[config.mk]
export PLATFORM = sky130hd
export DESIGN_NAME = kvt_ctrl
export DESIGN_NICKNAME = d
export VERILOG_FILES = /design/src/rtl/core/kvt_pkg.sv /design/src/rtl/core/kvt_ctrl.sv
export SDC_FILE = /design/constraint.sdc
export NUM_CORES = 1
export LEC_CHECK = 0
export BUFFER_PORTS_ARGS = -buffer_cell sky130_fd_sc_hd__buf_2
export CAP_MARGIN = 20
export CORE_AREA = 2 2 39 41
export CTS_CLUSTER_DIAMETER = 60
export DETAILED_ROUTE_END_ITERATION = 8
export DIE_AREA = 0 0 41 43
export HOLD_SLACK_MARGIN = 0.05
export SYNTH_ARGS = -nofsm -noshare
export SYNTH_HDL_FRONTEND = slang
export SYNTH_SLANG_ARGS = --single-unit
export TNS_END_PERCENT = 10
[constraint.sdc]
create_clock -name clock -period 1.05 [get_ports clock]
set_clock_uncertainty 0.1 [all_clocks]
set_input_delay 0.105 -clock clock [delete_from_list [all_inputs] [get_ports clock]]
set_output_delay 0.105 -clock clock [all_outputs]
set_load 0.005 [all_outputs]
[src/rtl/core/kvt_pkg.sv]
// Shared types and constants for the key/value table unit.
package kvt_pkg;

   localparam int OP_WIDTH     = 2;
   localparam int KEY_WIDTH    = 64;
   localparam int VALUE_WIDTH  = 64;
   localparam int STATUS_WIDTH = 2;
   localparam int COUNT_WIDTH  = 8;

   typedef enum logic [OP_WIDTH-1:0] {
      OP_SET = 2'd0,
      OP_GET = 2'd1,
      OP_DEL = 2'd2
   } op_type;

   typedef enum logic [STATUS_WIDTH-1:0] {
      ST_DONE   = 2'd0,
      ST_FULL   = 2'd1,
      ST_ABSENT = 2'd2
   } status_type;

   typedef enum logic [2:0] {
      S_IDLE,
      S_SCAN,
      S_FETCH,
      S_COMMIT,
      S_RESP
   } state_type;

   typedef struct packed {
      logic load;
      logic scan;
      logic fetch;
      logic commit;
   } dp_cmd_type;

   typedef struct packed {
      logic [OP_WIDTH-1:0] op;
      logic                match;
      logic                scan_done;
   } dp_stat_type;

endpackage

[src/rtl/core/kvt_ctrl.sv]
// Controller state machine sequencing scan, fetch, commit and response.
module kvt_ctrl (
   input  logic                 clock,
   input  logic                 reset,
   input  logic                 req_valid,
   output logic                 req_ready,
   output logic                 rsp_valid,
   input  logic                 rsp_ready,
   input  kvt_pkg::dp_stat_type stat,
   output kvt_pkg::dp_cmd_type  cmd
);
   import kvt_pkg::*;

   state_type state_ff;
   state_type state_in;
   logic      op_known;

   assign op_known = (stat.op == OP_SET) || (stat.op == OP_GET) || (stat.op == OP_DEL);

   always_ff @(posedge clock) begin
      if (reset) begin
         state_ff <= S_IDLE;
      end else begin
         state_ff <= state_in;
      end
   end

   always_comb begin
      state_in = state_ff;
      case (state_ff)
         S_IDLE: begin
            if (req_valid) begin
               state_in = S_SCAN;
            end
         end
         S_SCAN: begin
            if (!op_known) begin
               state_in = S_COMMIT;
            end else if (stat.match) begin
               state_in = (stat.op == OP_SET) ? S_COMMIT : S_FETCH;
            end else if (stat.scan_done) begin
               state_in = S_COMMIT;
            end
         end
         S_FETCH: begin
            state_in = S_COMMIT;
         end
         S_COMMIT: begin
            state_in = S_RESP;
         end
         S_RESP: begin
            if (rsp_ready) begin
               state_in = S_IDLE;
            end
         end
         default: begin
            state_in = S_IDLE;
         end
      endcase
   end

   always_comb begin
      cmd       = '0;
      req_ready = 1'b0;
      rsp_valid = 1'b0;
      case (state_ff)
         S_IDLE: begin
            req_ready = 1'b1;
            cmd.load  = req_valid;
         end
         S_SCAN: begin
            cmd.scan = 1'b1;
         end
         S_FETCH: begin
            cmd.fetch = 1'b1;
         end
         S_COMMIT: begin
            cmd.commit = 1'b1;
         end
         S_RESP: begin
            rsp_valid = 1'b1;
         end
         default: begin
            cmd = '0;
         end
      endcase
   end
endmodule

==> impl_metrics.json, run 1 <==
{
  "outcome": "finished, violations left",
  "violations": "setup timing",
  "detail-route-antenna-nets": 0,
  "multi_input_comb_area_um2": 144,
  "pin_count": 14,
  "synth_top_cells_by_count": "dfxtp_1, nor3b_1, a211oi_1",
  "placed_cells": 50,
  "clk_pin_slew_ps": 40,
  "hold_path_class": "in -> reg",
  "cts_inserted_buffers": 3,
  "fill_cells": 155,
  "start_kind": "flop",
  "globalRoute.totalOverflow": 0,
  "postLayoutCoreUtil_pct": 26.4,
  "synth.ff_latch_count": 3,
  "synth_flop_cell": "dfxtp_1",
  "ir_drop_mv": 0.398,
  "vias": 237,
  "final_net_count": 50,
  "post-synth-top-area-fraction_pct": 30.8,
  "final-seq-area_um2": 71.3,
  "timing.hold.worst_path_depth": 3,
  "max_cap_viol_count": 0,
  "netlist_instances": 22,
  "timing.setup.tns_ps": -978,
  "clock_tree.buffer_depth": 2,
  "rows": 14,
  "hold_violations": 0,
  "timing.hold.ws_ps": 63.5,
  "instances_no_fill": 57,
  "crit_fanout": 6,
  "grt_setup_unrepaired": "true",
  "root_buffer_cell": "clkbuf_4",
  "post_synth_instance_area_um2": 195,
  "placedInstanceArea_um2": 269,
  "synth_async_reset_ratio_pct": 0,
  "achievable-frequency_ghz": 0.804,
  "n_antenna_cell": 0,
  "die_width_um": 41,
  "power_per_cell_area_mw_per_mm2": 1580,
  "timing.critical_path.to_type": "flop",
  "synth-edff-count": 0,
  "largest_register_ff_count": 3,
  "vias_in_the_first_global_route": 240,
  "die_area_mm2": 0.00176,
  "registers.top_by_ff_count": "state_ff",
  "routed_wire_length_per_instance_um": 9.88,
  "die_h_um": 43,
  "layout-area-overhead-vs-synth_pct": 87.2,
  "relSlewSlack_pct": 82.8,
  "synth_cell_type_count": 17,
  "yosysWarningCount": 0,
  "critPathKind": "reg -> reg",
  "via_density": 4.16,
  "synthTopCellsByArea": "dfxtp_1, nor3b_1, a211oi_1",
  "final_area_um2": 365,
  "detail_route.first_pass.iterations": 1,
  "core_area_mm2": 0.00138,
  "cts.sink_count": 3,
  "antenna_violations_before_repair": 0,
  "worst_slack_ps": -194,
  "maximum_number_of_pins_on_one_net_before_global_route_repair": 10,
  "grt_first_pass_wirelength_um": 931,
  "reg_top3": "state_ff (3)",
  "detail_route.wirelength_um": 563,
  "number_of_cells_on_the_worst_reg_to_reg_path": 4,
  "placement.setup.worst_slack_ps": -77.5,
  "insertion_delay_ps": 230,
  "syn_nets": 30,
  "numPortBuffers": 13,
  "cts_tree": "done",
  "finalPower_mw": 0.577,
  "pins_over_their_slew_limit": 0,
  "critPathRequiredTime_ps": 1110,
  "crit_arrival_ps": 1300,
  "detail_route.drc_violations": 0,
  "global_route.usage.total_pct": 8.84,
  "final_min_period_over_clock_period_pct": 118,
  "post_route_cells_drive_above_1_share_pct": 61.0,
  "initial_core_utilization_pct": 14.1,
  "gp_routability_congestion": 0.692,
  "finalWorstPathRequiredPeriod_ps": 1240,
  "syn_avg_cell_area_um2": 8.87,
  "dp_hpwl_um": 359,
  "p_leak_nw": 0.165,
  "synth_sequential_area_ratio_pct": 30.8,
  "finalSetupViolCount": 8,
  "worstMarginPinSlew_ps": 256,
  "drt_iter0_markers": 0,
  "h-tree-depth": 1,
  "synthDominantAreaCellType": "dfxtp_1"
}
[what timing repair did]
action | CTS | global route
resized for setup | 11 | 1
setup endpoints to repair | 9 | 9
hold endpoints to repair | 2 | 0
hold buffers | 2 | 0
buffers inserted | 1 | 0
pin swaps | 4 | 2
[layout make-up]
cell class	instances	area share, %
Multi-Input combinational cell	16	39.4
Timing Repair Buffer	17	27.4
Sequential cell	3	19.5
Clock buffer	4	7.19
Tap cell	16	5.48
Inverter	1	1.03
[cells by family (layout without fill, tap and decap cells)]
| kind of cell | after synthesis | in the layout | share of synthesized area (%) |
|---|---|---|---|
| buf+inv | 3 | 22 | 11.5 |
| xor+xnor | 2 | 2 | 8.98 |
| flops | 3 | 3 | 30.8 |
| simple gates | 8 | 8 | 26.9 |
| compound gates | 6 | 6 | 21.8 |
[worst paths after layout]
kind                    start     endpoint  slack, ps
setup reg to reg  state_ff[1]  state_ff[1]       -190
setup / recovery  state_ff[1]  state_ff[1]       -190
hold reg to reg   state_ff[0]  state_ff[1]        420
hold / removal        stat[1]  state_ff[1]         60
[power by group]
| part | total [mW] | internal [mW] | switching [mW] |
|---|---|---|---|
| Clock | 0.200 | 0.142 | 0.0576 |
| Sequential | 0.190 | 0.139 | 0.0506 |
| Combinational | 0.187 | 0.117 | 0.0703 |
[metal layers]
layer | GRT usage, % | vias to the layer above | part of all wire (%)
met5 | 0 | - | 0
met4 | 12.0 | 0 | 3.6
met3 | 3.14 | 2 | 4.4
met2 | 11.9 | 7 | 57
met1 | 8.36 | 110 | 35
li1 | - | 118 | -
[cells in the final DEF, fill, tap and decap left out]
cell type      Yosys  final
dlygate4sd3_1      0      2
and2_1             1      1
clkbuf_4           0      3
buf_4              1      2
a22o_1             1      1
nor3_4             0      1
xnor2_1            1      1
o31ai_1            1      1
nor3b_1            3      2
a21oi_2            0      1
buf_2              0     13
nor3b_4            0      1
or3_1              1      1
a211oi_2           0      1
dfxtp_4            0      3
nor2_1             1      1
a31oi_1            1      1
inv_1              1      1
clkbuf_1           0      1
and3b_1            1      1
xor2_1             1      1
a211oi_1           2      1
[worst max-delay path, cell delays in order, from the launching register on]
cell     delay (ps)
dfxtp_4         360
buf_4           150
xnor2_1         120
or3_1           330
a21oi_2         110
Note: power is estimated with default switching activity, not from simulation.
==> inputs of run 2 (changes only) <==
Settings changed: REMOVE_ABC_BUFFERS from default to 1.
==> run 2 against run 1 <==
  * The run still ends with setup timing left
  * Global-route usage is 0.59 points higher
  * Largest cell class unchanged
  * Critical path depth is 1 lower
  * Total power decreased by 1.3%
  * Critical path type is now reg -> out
  * Via count down 0.42%
  * Count of clock-buffer cells in the layout did not move
  * Largest power group unchanged
==> impl_metrics.json, run 2 (same netlist as run 1, synthesis figures left out) <==
{
  "outcome": "finished, violations left",
  "violations": "setup timing",
  "initial_core_utilization_pct": 14.1,
  "cts_inserted_buffers": 3,
  "hold_violations": 0,
  "power_switching_share_pct": 30.0,
  "numPortBuffers": 13,
  "power.share.combinational_pct": 31.3,
  "multi_input_comb_area_um2": 139,
  "h-tree-depth": 1,
  "grt_setup_unrepaired": "true",
  "vias_in_the_first_global_route": 253,
  "critPathRequiredTime_ps": 840,
  "wl_met3_um": 39,
  "timing.setup.tns_ps": -869,
  "core_area_mm2": 0.00138,
  "p_leak_nw": 0.176,
  "detail_route.first_pass.iterations": 2,
  "final_cell_mix": "buf_2, nor3b_2, clkbuf_4, buf_4",
  "cts.sink_count": 3,
  "crit_fanout": 8,
  "seq_power_share_pct": 33.2,
  "switchingPower_mw": 0.171,
  "grt_first_pass_wirelength_um": 972,
  "power_per_cell_area_mw_per_mm2": 1560,
  "post_cts.repair.setup_buffers": 0,
  "postLayoutCoreUtil_pct": 26.4,
  "maximum_number_of_pins_on_one_net_before_global_route_repair": 9,
  "ir_drop_mv": 0.369,
  "hold_path_class": "in -> reg",
  "finalWorstPathRequiredPeriod_ps": 1210,
  "die_width_um": 41,
  "via_density": 4.07,
  "finalSetupViolCount": 8,
  "layout-area-overhead-vs-synth_pct": 87.2,
  "global_route.usage.total_pct": 9.43,
  "worst_slack_ps": -157,
  "routed_wire_length_per_instance_um": 10.0,
  "relSlewSlack_pct": 85.5,
  "post_route_cells_drive_above_1_share_pct": 61.9,
  "fill_cells": 160,
  "registers.top_by_ff_count": "state_ff",
  "die_h_um": 43,
  "n_antenna_cell": 0,
  "reg_top3": "state_ff (3)",
  "crit_arrival_ps": 1000,
  "root_buffer_cell": "clkbuf_4",
  "r2r_start": "state_ff[0]",
  "cts_tree": "done",
  "hold_start": "reset",
  "clk_pin_slew_ps": 30,
  "achievable-frequency_ghz": 0.828,
  "pins_over_their_slew_limit": 0,
  "antenna_violations_before_repair": 0,
  "final_net_count": 51,
  "timing.critical_path.to_type": "output port",
  "globalRoute.totalOverflow": 0,
  "largest_register_ff_count": 3,
  "clock_tree.buffer_depth": 2,
  "detail_route.wirelength_um": 581,
  "met2RoutedLength_um": 316,
  "rows": 14,
  "critPathKind": "reg -> out",
  "start_kind": "flop",
  "wl_met1_um": 206,
  "final_min_period_over_clock_period_pct": 115,
  "clkPwrFrac_pct": 35.5,
  "insertion_delay_ps": 230,
  "pin_count": 14,
  "max_cap_viol_count": 0,
  "vias": 236,
  "final-seq-area_um2": 68.8,
  "gp_routability_congestion": 0.793,
  "worstMarginPinSlew_ps": 216,
  "cp-startpoint": "state_ff[1]",
  "top_signal_layer_used": "met4",
  "detail_route.drc_violations": 0,
  "detail-route-antenna-nets": 0,
  "die_area_mm2": 0.00176,
  "drt_iter0_markers": 1,
  "cell_internal_pwr_mw": 0.399,
  "layout.cells.most_common": "buf_2"
}
[run 2: layout make-up]
type                       count  area share, %
inverter                       1           1.03
clock buffer                   4           7.19
sequential                     3           18.8
timing repair buffer          18           29.5
multi-input combinational     16           38.0
tap                           16           5.48
[run 2: worst max-delay path: stages (launching register included)]
cell	delay, ps
dfxtp_4	370
nor3_4	160
and2_1	140
buf_2	100
[run 2: layer usage]
layer | vias to the layer above | GRT usage, %
li1 | 119 | -
met1 | 107 | 7.37
met3 | 2 | 3.66
met5 | - | 0
met2 | 8 | 13.4
met4 | 0 | 14.0
[run 2: per-stage QoR]
stage	instances	total power [mW]	setup WS, ps	area [um2]	hold WS [ps]
2_1_floorplan	20	0.236	-34.7	176	111
3_3_place_gp	52	0.326	-67.8	284	223
3_5_place_dp	52	0.328	-107	284	230
4_1_cts	58	0.573	-183	359	60.4
5_1_grt	58	0.617	-218	365	78.0
6_report	58	0.569	-157	365	70.3
[run 2: path summary, 6_finish.rpt]
| kind | to | depth (start not counted) | slack (ps) |
|---|---|---|---|
| setup / recovery | cmd[3] | 3 | -160 |
| hold / removal | state_ff[1] | 3 | 70 |
| setup reg to reg | state_ff[0] | 4 | -100 |
| hold reg to reg | state_ff[1] | 2 | 490 |
[run 2: power by group through the flow]
stage	logic, mW	clock network [mW]	registers [mW]
after CTS	0.176	0.213	0.183
after global routing	0.200	0.220	0.196
final	0.178	0.202	0.189
after global placement	0.161	0	0.165
after detailed placement	0.159	0	0.169
after floorplan	0.0726	0	0.163
[run 2: what timing repair did]
item | CTS | global route
gates resized for setup | 9 | 1
endpoints found under the hold margin | 2 | 0
pin swaps | 2 | 4
setup endpoints to repair | 9 | 9
hold buffers | 2 | 0
